`config.mk`:
```
export PLATFORM = sky130hd
export DESIGN_NAME = sit_diff
export DESIGN_NICKNAME = d
export VERILOG_FILES = /design/src/sv/sit_pkg.sv /design/src/sv/sit_diff.sv
export SDC_FILE = /design/constraint.sdc
export NUM_CORES = 1
export LEC_CHECK = 0
export ABC_CLOCK_PERIOD_IN_PS = 10990
export BUFFER_PORTS_ARGS = -buffer_cell sky130_fd_sc_hd__buf_2
export CORE_MARGIN = 2
export CORE_UTILIZATION = 35
export DETAILED_ROUTE_END_ITERATION = 8
export GPL_TIMING_DRIVEN = 0
export MAX_ROUTING_LAYER = met4
export SLEW_MARGIN = 20
export SYNTH_ARGS = -nofsm -noshare
export SYNTH_HDL_FRONTEND = slang
export SYNTH_SLANG_ARGS = --single-unit
```
`constraint.sdc`:
```
create_clock -name clk -period 10.99 [get_ports clk]
set_clock_uncertainty 0.05 [all_clocks]
set_input_delay 1.6485 -clock clk [delete_from_list [all_inputs] [get_ports clk]]
set_output_delay 1.6485 -clock clk [all_outputs]
set_load 0.005 [all_outputs]
```
`src/sv/sit_pkg.sv`:
```
package sit_pkg;

  // Coordinate, difference, product and cross product widths
  localparam int CoordW = 16;
  localparam int DiffW  = CoordW + 1;
  localparam int ProdW  = 2 * DiffW;
  localparam int CrossW = ProdW + 1;

  typedef logic signed [CoordW-1:0] coord_t;
  typedef logic signed [DiffW-1:0]  diff_t;
  typedef logic signed [ProdW-1:0]  prod_t;

  // Coordinate differences for both straddle tests plus the box result
  typedef struct packed {
    logic  box_ok;
    diff_t dx;
    diff_t dy;
    diff_t u1x;
    diff_t u1y;
    diff_t u2x;
    diff_t u2y;
    diff_t ex;
    diff_t ey;
    diff_t v3x;
    diff_t v3y;
    diff_t v4x;
    diff_t v4y;
  } diff_set_t;

  // Product pairs; each cross product is first minus second
  typedef struct packed {
    logic  box_ok;
    prod_t c1a;
    prod_t c1b;
    prod_t c2a;
    prod_t c2b;
    prod_t c3a;
    prod_t c3b;
    prod_t c4a;
    prod_t c4b;
  } prod_set_t;

  // Sign-extend a coordinate to difference width
  function automatic diff_t sx(input coord_t v);
    sx = {v[CoordW-1], v};
  endfunction

  // True when the closed ranges [p0,p1] and [q0,q1] meet, in either order
  function automatic logic ranges_meet(input coord_t p0, input coord_t p1,
                                       input coord_t q0, input coord_t q1);
    coord_t plo;
    coord_t phi;
    coord_t qlo;
    coord_t qhi;
    plo = (p0 < p1) ? p0 : p1;
    phi = (p0 < p1) ? p1 : p0;
    qlo = (q0 < q1) ? q0 : q1;
    qhi = (q0 < q1) ? q1 : q0;
    ranges_meet = (phi >= qlo) && (qhi >= plo);
  endfunction

endpackage

```
`src/sv/sit_diff.sv`:
```
module sit_diff (
  input  logic               clk,
  input  logic               rst_n,
  input  logic               up_valid,
  output logic               up_ready,
  input  sit_pkg::coord_t    ax0,
  input  sit_pkg::coord_t    ay0,
  input  sit_pkg::coord_t    ax1,
  input  sit_pkg::coord_t    ay1,
  input  sit_pkg::coord_t    bx0,
  input  sit_pkg::coord_t    by0,
  input  sit_pkg::coord_t    bx1,
  input  sit_pkg::coord_t    by1,
  output logic               dn_valid,
  input  logic               dn_ready,
  output sit_pkg::diff_set_t dn_data
);

  logic               valid_r;
  sit_pkg::diff_set_t data_r;
  sit_pkg::diff_set_t data_nxt;

  // Form differences and the bounding box test
  always_comb begin
    data_nxt.box_ok = sit_pkg::ranges_meet(ax0, ax1, bx0, bx1) &&
                      sit_pkg::ranges_meet(ay0, ay1, by0, by1);
    data_nxt.dx  = sit_pkg::sx(ax1) - sit_pkg::sx(ax0);
    data_nxt.dy  = sit_pkg::sx(ay1) - sit_pkg::sx(ay0);
    data_nxt.u1x = sit_pkg::sx(bx1) - sit_pkg::sx(ax0);
    data_nxt.u1y = sit_pkg::sx(by1) - sit_pkg::sx(ay0);
    data_nxt.u2x = sit_pkg::sx(bx0) - sit_pkg::sx(ax0);
    data_nxt.u2y = sit_pkg::sx(by0) - sit_pkg::sx(ay0);
    data_nxt.ex  = sit_pkg::sx(bx0) - sit_pkg::sx(bx1);
    data_nxt.ey  = sit_pkg::sx(by0) - sit_pkg::sx(by1);
    data_nxt.v3x = sit_pkg::sx(ax1) - sit_pkg::sx(bx1);
    data_nxt.v3y = sit_pkg::sx(ay1) - sit_pkg::sx(by1);
    data_nxt.v4x = sit_pkg::sx(ax0) - sit_pkg::sx(bx1);
    data_nxt.v4y = sit_pkg::sx(ay0) - sit_pkg::sx(by1);
  end

  // Stage fills when empty or when its content moves on
  assign up_ready = !valid_r || dn_ready;

  always_ff @(posedge clk) begin
    if (!rst_n) begin
      valid_r <= 1'b0;
    end else if (up_ready) begin
      valid_r <= up_valid;
    end
  end

  always_ff @(posedge clk) begin
    if (up_ready && up_valid) begin
      data_r <= data_nxt;
    end
  end

  assign dn_valid = valid_r;
  assign dn_data  = data_r;

endmodule

```
==> impl_metrics.tcl, run 1 <==
set metrics [dict create \
    drc_errors 0 \
    rr_endpoint "dn_data[113]" \
    fin_crit_sh_pct 62.3 \
    synth_ff_type "edfxtp_1" \
    postPlaceCellArea_sq_mm 0.0207 \
    grt_pass1_wl_um 87700 \
    clk_path_buf_depth 3 \
    antenna_left 0 \
    crit_chain "buf_2 -> inv_1 -> ha_1 -> nor2b_1 -> o31a_1 -> o21a_1 -> nor3_1 -> o21ai_1 -> o21ai_1 -> buf_2 -> mux2_1 -> ha_1 -> nand4_1 -> nor4_1 -> o21ai_1 -> nand4b_1 -> mux2i_1 -> nor4b_1" \
    wl_per_cell_um 20.3 \
    drt_iter0_drc 808 \
    vias_per_cell 5.35 \
    fin_cells 2885 \
    slew_headroom_pct 48.7 \
    grt.overflow.total 0 \
    power_mw 2.90 \
    start_util_pct 35.3 \
    worstPathMaxFanout 10 \
    fmax_ghz 0.146 \
    ys_ff_latch 204 \
    place_congestion 0.981 \
    drt-pass1-iter-count 5 \
    rr_worst_depth 4 \
    critPathMaxStageDelay_ns 0.63 \
    nets 2586 \
    cts_tree "done" \
    power_density_mw_per_mm2 134 \
    outcome "finished, final reports clean" \
    die_w_um 231 \
    crit_path_start_kind "input port" \
    die_height_um 231 \
    place.port_buffers 338 \
    min_to "dn_valid" \
    min_period_ns 6.84 \
    crit_type "in2reg" \
    final_max_slew_viol_count 0 \
    vdd_drop_max_mv 0.103 \
    end_kind "register" \
    finalWirelength_um 58600 \
    hold_violations 0 \
    finalSetupViolations 0 \
    crit_required_ns 11.24 \
    io_pins 339 \
    synth-edff-count 203 \
    rsz0062_at_grt "no" \
    grt_use_total_pct 22.0 \
    timing.rr.start "dn_valid" \
    yosysWarnings 0 \
    dp_cells 2834 \
    hold_buffers 0 \
    cpMaxStageDelayCell "o21ai_1" \
    syn_inst 1813 \
    p_leak_nw 9.79 \
    timing.hold.ws_ns 0.515 \
    worst_pin_slew_ns 0.764 \
    cp_common_cell "o21ai_1" \
    holdCritStartpoint "dn_valid" \
    grt_antenna_before_repair 3 \
    avgSynthCellArea_sq_um 9.98 \
    areaGrowthSynthToFinish_pct 19.2 \
    numCtsBuffers 26 \
    cts.reportedPaths.clkPinSlew_ns 0.06 \
    fp.dieArea_sq_mm 0.0535 \
    ys_seq_area_share_pct 33.8 \
    async_reset_ff_share_pct 0 \
    ctsResizeCount 0 \
    clock_sinks 204 \
    postCtsSetupBuffers 0 \
    htree_num_levels 1 \
    cap_violations 0 \
    synth_area_sq_mm 0.0181 \
    fin_tns_setup_ns 0 \
    clk_latency_ns 0.55 \
    first_global_vias 15700 \
    synth_top_area_share_pct 33.7 \
    root_buffer "clkbuf_16" \
    syn_nets 2217 \
    yosys-top-cells-area "edfxtp_1 (34%), ha_1 (18%), xnor2_1 (4.5%)" \
    grt_start_max_net_pins 61 \
    crit_arrival_ns 7.10 \
    core_area_sq_mm 0.0512 \
    synth_area_leader_cell "edfxtp_1" \
    synth_cell_types 75 \
    drive_above_1_share_pct 18.8 \
    final_area_sq_mm 0.0216 \
    hpwl_um 49000 \
    rrSetupSlack_ns 8.89 \
    min_path_cells 2 \
    hold_path.class "reg2reg" \
    placementRows 83 \
    vias 15400 \
]
-- flip-flops by register name, summed over array words and instances (netlist names) --
| name | cells |
|---|---|
| dn_valid | 1 |
| dn_data | 203 |
-- cells in the final DEF, fill, tap and decap left out, drive strengths merged, types with 8 or more instances in the layout --
cell type / count
nor3: 32
nand4: 24
fa: 12
a31oi: 20
inv: 137
xor2: 36
nor4: 13
o21a: 39
edfxtp: 203
nor2: 121
buf: 357
o31ai: 9
and3: 14
nand3: 30
ha: 260
mux2i: 78
clkinv: 13
o211ai: 9
clkbuf: 58
mux2: 56
nand2b: 26
o31a: 13
a21boi: 14
nand2: 73
o21bai: 13
a211oi: 12
or2: 8
or3: 8
xnor2: 94
nor2b: 40
a21oi: 136
o21ai: 90
a21o: 63
-- routing by layer --
metal / wire, um / global-route usage, %
met5: 0 / -
met4: 3070 / 10.8
met3: 3230 / 3.37
met2: 28900 / 38.5
met1: 23300 / 24.4
-- layout make-up --
| type | instances | area (sq um) |
|---|---|---|
| fill | 4999 | 29600 |
| multi-input combinational | 1428 | 11300 |
| sequential | 204 | 6120 |
| timing repair buffer | 341 | 1770 |
| tap | 680 | 851 |
| clock buffer | 29 | 683 |
| inverter | 136 | 510 |
| buffer | 45 | 208 |
| clock inverter | 18 | 154 |
| antenna | 4 | 10.0 |
-- synthesized netlist by cell type, drive strengths merged, types with 6 or more instances --
master  number
a211oi      12
a21boi      14
a21o        63
a21oi      136
a31o         6
a31oi       20
and2         6
and3        14
buf         16
clkbuf      29
edfxtp     203
fa          12
ha         260
inv        135
mux2        56
mux2i       78
nand2       73
nand2b      26
nand3       30
nand4       24
nor2       121
nor2b       40
nor3        32
nor4        13
o211ai       9
o21a        39
o21ai       90
o21bai      13
o221ai       6
o311ai       6
o31a        13
o31ai        9
or2          8
or3          8
xnor2       94
xor2        36
-- where the power goes --
group,internal (mW),switching (mW),leakage [nW],total (mW)
registers,0.998,0.0316,1.97,1.03
logic,0.431,0.591,7.41,1.02
clock network,0.493,0.354,0.408,0.847
total,1.92,0.976,9.79,2.90
-- cell families after synthesis --
| kind of cell | Yosys count | synth area share [%] |
|---|---|---|
| AOI/OAI and AO/OA | 481 | 17.6 |
| and+or+nand+nor | 411 | 11.3 |
| adders and majority gates | 272 | 19.3 |
| DFF | 204 | 33.8 |
| buffers and inverters | 181 | 3.97 |
| muxes | 134 | 7.80 |
| xor gates and xnor gates | 130 | 6.29 |
-- worst max-delay path by stage --
stage / start / endpoint / slack (ns) / depth (start not counted)
2_1_floorplan: dn_ready / dn_data[100] / 3.92 / 2
3_3_place_gp: dn_ready / dn_data[113] / 1.67 / 3
3_5_place_dp: by1[1] / dn_data[204] / 3.43 / 18
4_1_cts: by1[1] / dn_data[204] / 4.05 / 18
5_1_grt: by1[1] / dn_data[204] / 3.96 / 18
6_report: by1[1] / dn_data[204] / 4.15 / 18
-- worst max-delay path: cells and delay by family --
family          cells  cell delay (ns)
fa+ha+maj           2             0.69
buf+inv             3             0.88
compound gates      5             1.58
simple gates        6             1.48
mux                 2             0.78
-- stage by stage --
stage	utilization [%]	setup slack, ns
finish	42.1	4.15
global route	42.1	3.96
floorplan	-	3.92
CTS	42.1	4.05
detailed placement	40.5	3.43
global placement	40.3	1.67
(Power assumes the default switching activity.)
==> inputs of run 2 (changes only) <==
- ABC_CLOCK_PERIOD_IN_PS: 10990 -> 5700
- clock period: 10.99 -> 5.7 ns (I/O delays scaled with it)
==> impl_metrics.tcl, run 2 (same netlist as run 1, synthesis figures left out) <==
set metrics [dict create \
    place.port_buffers 338 \
    hold_violations 0 \
    p_sw_mw 1.89 \
    grt_antenna_before_repair 4 \
    vias_per_cell 5.35 \
    htree_num_levels 1 \
    timing.rr.start "dn_valid" \
    power_frac_seq_pct 33.9 \
    numCtsBuffers 26 \
    crit_arrival_ns 5.79 \
    grt_use_total_pct 22.2 \
    p_sw_share_pct 32.2 \
    fp.dieArea_sq_mm 0.0535 \
    nets 2586 \
    clkPwrFrac_pct 32.4 \
    largest_reg_flops 203 \
    finalWirelength_um 59100 \
    die_height_um 231 \
    areaGrowthSynthToFinish_pct 20.2 \
    timing.hold.ws_ns 0.481 \
    start_util_pct 35.3 \
    first_global_vias 15900 \
    layout_common_cells "buf_2 (347), ha_1 (260), edfxtp_1 (203), a21oi_1 (136), inv_1 (135)" \
    grt_pass1_wl_um 88700 \
    fin_crit_sh_pct 97.3 \
    clk_path_buf_depth 3 \
    place_congestion 0.998 \
    wl_per_cell_um 20.5 \
    crit_required_ns 5.94 \
    cap_violations 0 \
    drt-pass1-iter-count 5 \
    rr_endpoint "dn_data[118]" \
    placementRows 83 \
    final_area_sq_mm 0.0217 \
    final_max_slew_viol_count 0 \
    final_common_cell "buf_2" \
    die_w_um 231 \
    slew_headroom_pct 53.0 \
    io_pins 339 \
    drt_iter0_drc 738 \
    crit_path_start_kind "input port" \
    core_area_sq_mm 0.0512 \
    postPlaceCellArea_sq_mm 0.0207 \
    hold_path.class "reg2reg" \
    power_density_mw_per_mm2 270 \
    p_leak_nw 9.86 \
    cts_tree "done" \
    vias 15500 \
    hpwl_um 49300 \
    power_mw 5.87 \
    power_frac_comb_pct 33.8 \
    p_int_mw 3.98 \
    min_period_ns 5.55 \
    worst_pin_slew_ns 0.698 \
    clk_latency_ns 0.55 \
    holdCritStartpoint "dn_valid" \
    min_to "dn_valid" \
    crit_type "in2reg" \
    min_path_cells 2 \
    fillers 4994 \
    root_buffer "clkbuf_16" \
    fin_tns_setup_ns 0 \
    clock_sinks 204 \
    postCtsSetupBuffers 0 \
    fmax_ghz 0.180 \
    end_kind "register" \
    grt.overflow.total 0 \
    outcome "finished, final reports clean" \
    worstPathMaxFanout 10 \
    rr_worst_depth 4 \
    vdd_drop_max_mv 0.190 \
    cts.reportedPaths.clkPinSlew_ns 0.06 \
    dp_cells 2834 \
    drc_errors 0 \
    grt_start_max_net_pins 62 \
    fin_cells 2887 \
    drive_above_1_share_pct 19.0 \
    rrSetupSlack_ns 3.61 \
    antenna_left 0 \
    rsz0062_at_grt "no" \
    finalSetupViolations 0 \
]
## run 2: cell count changes in the layout (fill, tap and decap cells not counted), sizes merged
cell	before	now
diode	4	5
clkinvlp	2	1
bufinv	2	8
inv	137	136
clkinv	13	11
clkbuf	58	57
## run 2: area by class of cell
class | count | area [sq um] | share of cell area (%)
diodes | 5 | 12.5 | 0.0575
plain buffers | 45 | 210 | 0.966
clock buffers | 28 | 679 | 3.12
clock inverters | 20 | 303 | 1.39
inverters | 136 | 510 | 2.35
multi-input cells | 1428 | 11300 | 51.9
flip-flops and latches | 204 | 6120 | 28.1
well taps | 680 | 851 | 3.91
repair buffers | 341 | 1770 | 8.16
## run 2: metrics by stage
step	util, %	setup WS, ns
2_1_floorplan	-	0.984
3_3_place_gp	40.3	-1.04
3_5_place_dp	40.5	-1.10
4_1_cts	42.4	0.0832
5_1_grt	42.5	0.0176
6_report	42.5	0.155
## run 2: critical path, cell delays in order
cell,delay [ns]
buf_2,0.22
inv_1,0.20
ha_1,0.32
nor2b_1,0.14
o31a_1,0.32
o21a_1,0.27
nor3_1,0.24
o21ai_1,0.19
o21ai_4,0.34
buf_4,0.32
mux2_1,0.36
ha_1,0.43
nand4_1,0.32
nor4_2,0.46
o21ai_1,0.17
nand4b_1,0.16
mux2i_2,0.34
nor4b_1,0.10
## run 2: repair_timing
item                                    in CTS  in global routing
endpoints found under the setup margin       1                  1
hold buffers                                 0                  0
gates resized for setup                      4                  3
hold endpoints to repair                     0                  0
## run 2: power groups by stage
stage	clock network, mW	registers (mW)	logic (mW)
3_5_place_dp	0	2.02	1.97
2_1_floorplan	0	2.03	1.23
5_1_grt	2.01	2.01	2.19
6_report	1.90	1.99	1.98
3_3_place_gp	0	2.03	1.94
4_1_cts	1.96	1.99	1.98
## run 2: metal layers
| metal | vias to the layer above | track usage (%) | part of all wire (%) |
|---|---|---|---|
| li1 | 7496 | - | - |
| met3 | 125 | 3.56 | 5.5 |
| met4 | 0 | 9.90 | 4.8 |
| met1 | 7410 | 24.7 | 40 |
| met2 | 425 | 39.1 | 50 |
| met5 | - | - | 0 |
## run 2: worst max path at each step
stage	startpoint	to	slack, ns	cells after the start
2_1_floorplan	bx1[1]	dn_data[204]	0.98	17
3_3_place_gp	by1[1]	dn_data[204]	-1.04	18
3_5_place_dp	by1[1]	dn_data[204]	-1.10	18
4_1_cts	by1[1]	dn_data[204]	0.08	18
5_1_grt	by1[1]	dn_data[204]	0.02	18
6_report	by1[1]	dn_data[204]	0.15	18
==> inputs of run 3 (changes only) <==
- REMOVE_ABC_BUFFERS: not set -> 1
==> impl_metrics.tcl, run 3 (same netlist as run 1, synthesis figures left out) <==
set metrics [dict create \
    min_period_ns 5.47 \
    grt_most_used_layer "met2" \
    vdd_drop_max_mv 0.224 \
    fin_cells 2848 \
    fp.dieArea_sq_mm 0.0535 \
    place_congestion 0.957 \
    grt_use_total_pct 21.8 \
    cap_violations 0 \
    cts.reportedPaths.clkPinSlew_ns 0.06 \
    core_area_sq_mm 0.0512 \
    grt_start_max_net_pins 63 \
    start_util_pct 35.3 \
    p_leak_nw 9.78 \
    wl_per_cell_um 20.3 \
    cts_tree "done" \
    htree_num_levels 1 \
    vias_per_cell 5.36 \
    final_max_slew_viol_count 0 \
    antenna_left 0 \
    drc_errors 0 \
    grt.overflow.total 0 \
    drt_iter0_drc 852 \
    drive_above_1_share_pct 19.4 \
    rsz0062_at_grt "no" \
    fmax_ghz 0.183 \
    worstPathMaxFanout 22 \
    hold_path.class "reg2reg" \
    io_pins 339 \
    crit_path_start_kind "input port" \
    finalSetupViolations 0 \
    largest_reg_flops 203 \
    utilization_pct 42.2 \
    die_height_um 231 \
    nets 2549 \
    hpwl_um 48200 \
    place.port_buffers 338 \
    clock_sinks 204 \
    outcome "finished, final reports clean" \
    met1_usage_pct 24.4 \
    layout_common_cells "buf_2 (338), ha_1 (260), edfxtp_1 (203), a21oi_1 (136), inv_1 (135)" \
    slew_headroom_pct 52.5 \
    met2_usage_pct 38.8 \
    dp_cells 2795 \
    first_global_vias 15600 \
    grt_antenna_before_repair 4 \
    power_mw 5.75 \
    numCtsBuffers 26 \
    power_density_mw_per_mm2 266 \
    root_buffer "clkbuf_16" \
    areaGrowthSynthToFinish_pct 19.5 \
    final_common_cell "buf_2" \
    die_w_um 231 \
    clk_latency_ns 0.55 \
    placementRows 83 \
    hold_violations 0 \
    vias 15300 \
    crit_arrival_ns 5.79 \
    fin_crit_sh_pct 95.9 \
    crit_type "in2reg" \
    drt-pass1-iter-count 7 \
    crit_required_ns 6.03 \
    timing.hold.ws_ns 0.483 \
    end_kind "register" \
    grt_pass1_wl_um 87100 \
    clk_path_buf_depth 3 \
    finalWirelength_um 57900 \
    worst_pin_slew_ns 0.712 \
    grtUsageMet3_pct 3.32 \
]
==> run 3: cell types whose count changed in the layout (fill, tap and decap cells not counted), moves of 4 or more <==
cell / before / now
clkinv_1: 7 / 2
clkbuf_8: 0 / 4
clkbuf_1: 30 / 4
buf_2: 347 / 338
bufinv_16: 8 / 4
==> run 3: worst max-delay path, stage by stage <==
cell and delay [ns]:
buf_2 0.20, inv_1 0.17, ha_1 0.35, nor2b_1 0.19, o21bai_1 0.13, a21oi_1 0.44, o21ai_1 0.17, a32o_1 0.37
a41o_2 0.39, buf_12 0.21, mux2_1 0.33, ha_1 0.34, nand4_1 0.12, nor2_1 0.23, nand2_1 0.22, a21oi_1 0.49
a2111oi_2 0.09, mux2i_2 0.20, nor4b_1 0.28
==> run 3: layout make-up <==
| cell class | count | area [sq um] |
|---|---|---|
| inverters | 136 | 510 |
| flip-flops and latches | 204 | 6120 |
| diodes | 4 | 10.0 |
| fillers | 5045 | 29600 |
| clock buffers | 35 | 746 |
| clock inverters | 12 | 170 |
| multi-input cells | 1428 | 11300 |
| well taps | 680 | 851 |
| repair buffers | 349 | 1880 |
==> run 3: repair_timing <==
item / in CTS / in global routing
endpoints found under the setup margin: 1 / 1
setup buffers: 2 / 0
resized for setup: 5 / 5
hold buffers: 0 / 0
pin swaps: 1 / 1
==> run 3: per-layer routing <==
layer  wire length, um  up-vias  share of wire, %
met5                 0        -                 0
met4              2190        0               3.8
met3              3190      107               5.5
met2             29300      435                51
met1             23200     7293                40
li1                  -     7425                 -
==> run 3: power by group <==
group / total, mW / internal, mW / switching, mW
clock: 1.78 / 1.09 / 0.685
combinational: 1.99 / 0.848 / 1.14
sequential: 1.98 / 1.92 / 0.0555
==> run 3: path summary, 6_finish.rpt <==
kind | start | to | slack, ns | cells after the start
worst max-delay path | ax0[1] | dn_data[204] | 0.23 | 19
worst min-delay path | dn_valid | dn_valid | 0.48 | 2
worst max register to register | dn_valid | dn_data[118] | 3.60 | 4
worst min register to register | dn_valid | dn_valid | 0.48 | 2
==> run 3: stage by stage <==
stage	setup slack [ns]	area, sq um	TNS, ns
2_1_floorplan	-0.579	17900	-117.65
3_3_place_gp	-2.75	20400	-551.92
3_5_place_dp	-1.13	20600	-1.13
4_1_cts	0.00671	21600	0
5_1_grt	0.0244	21600	0
6_report	0.232	21600	0
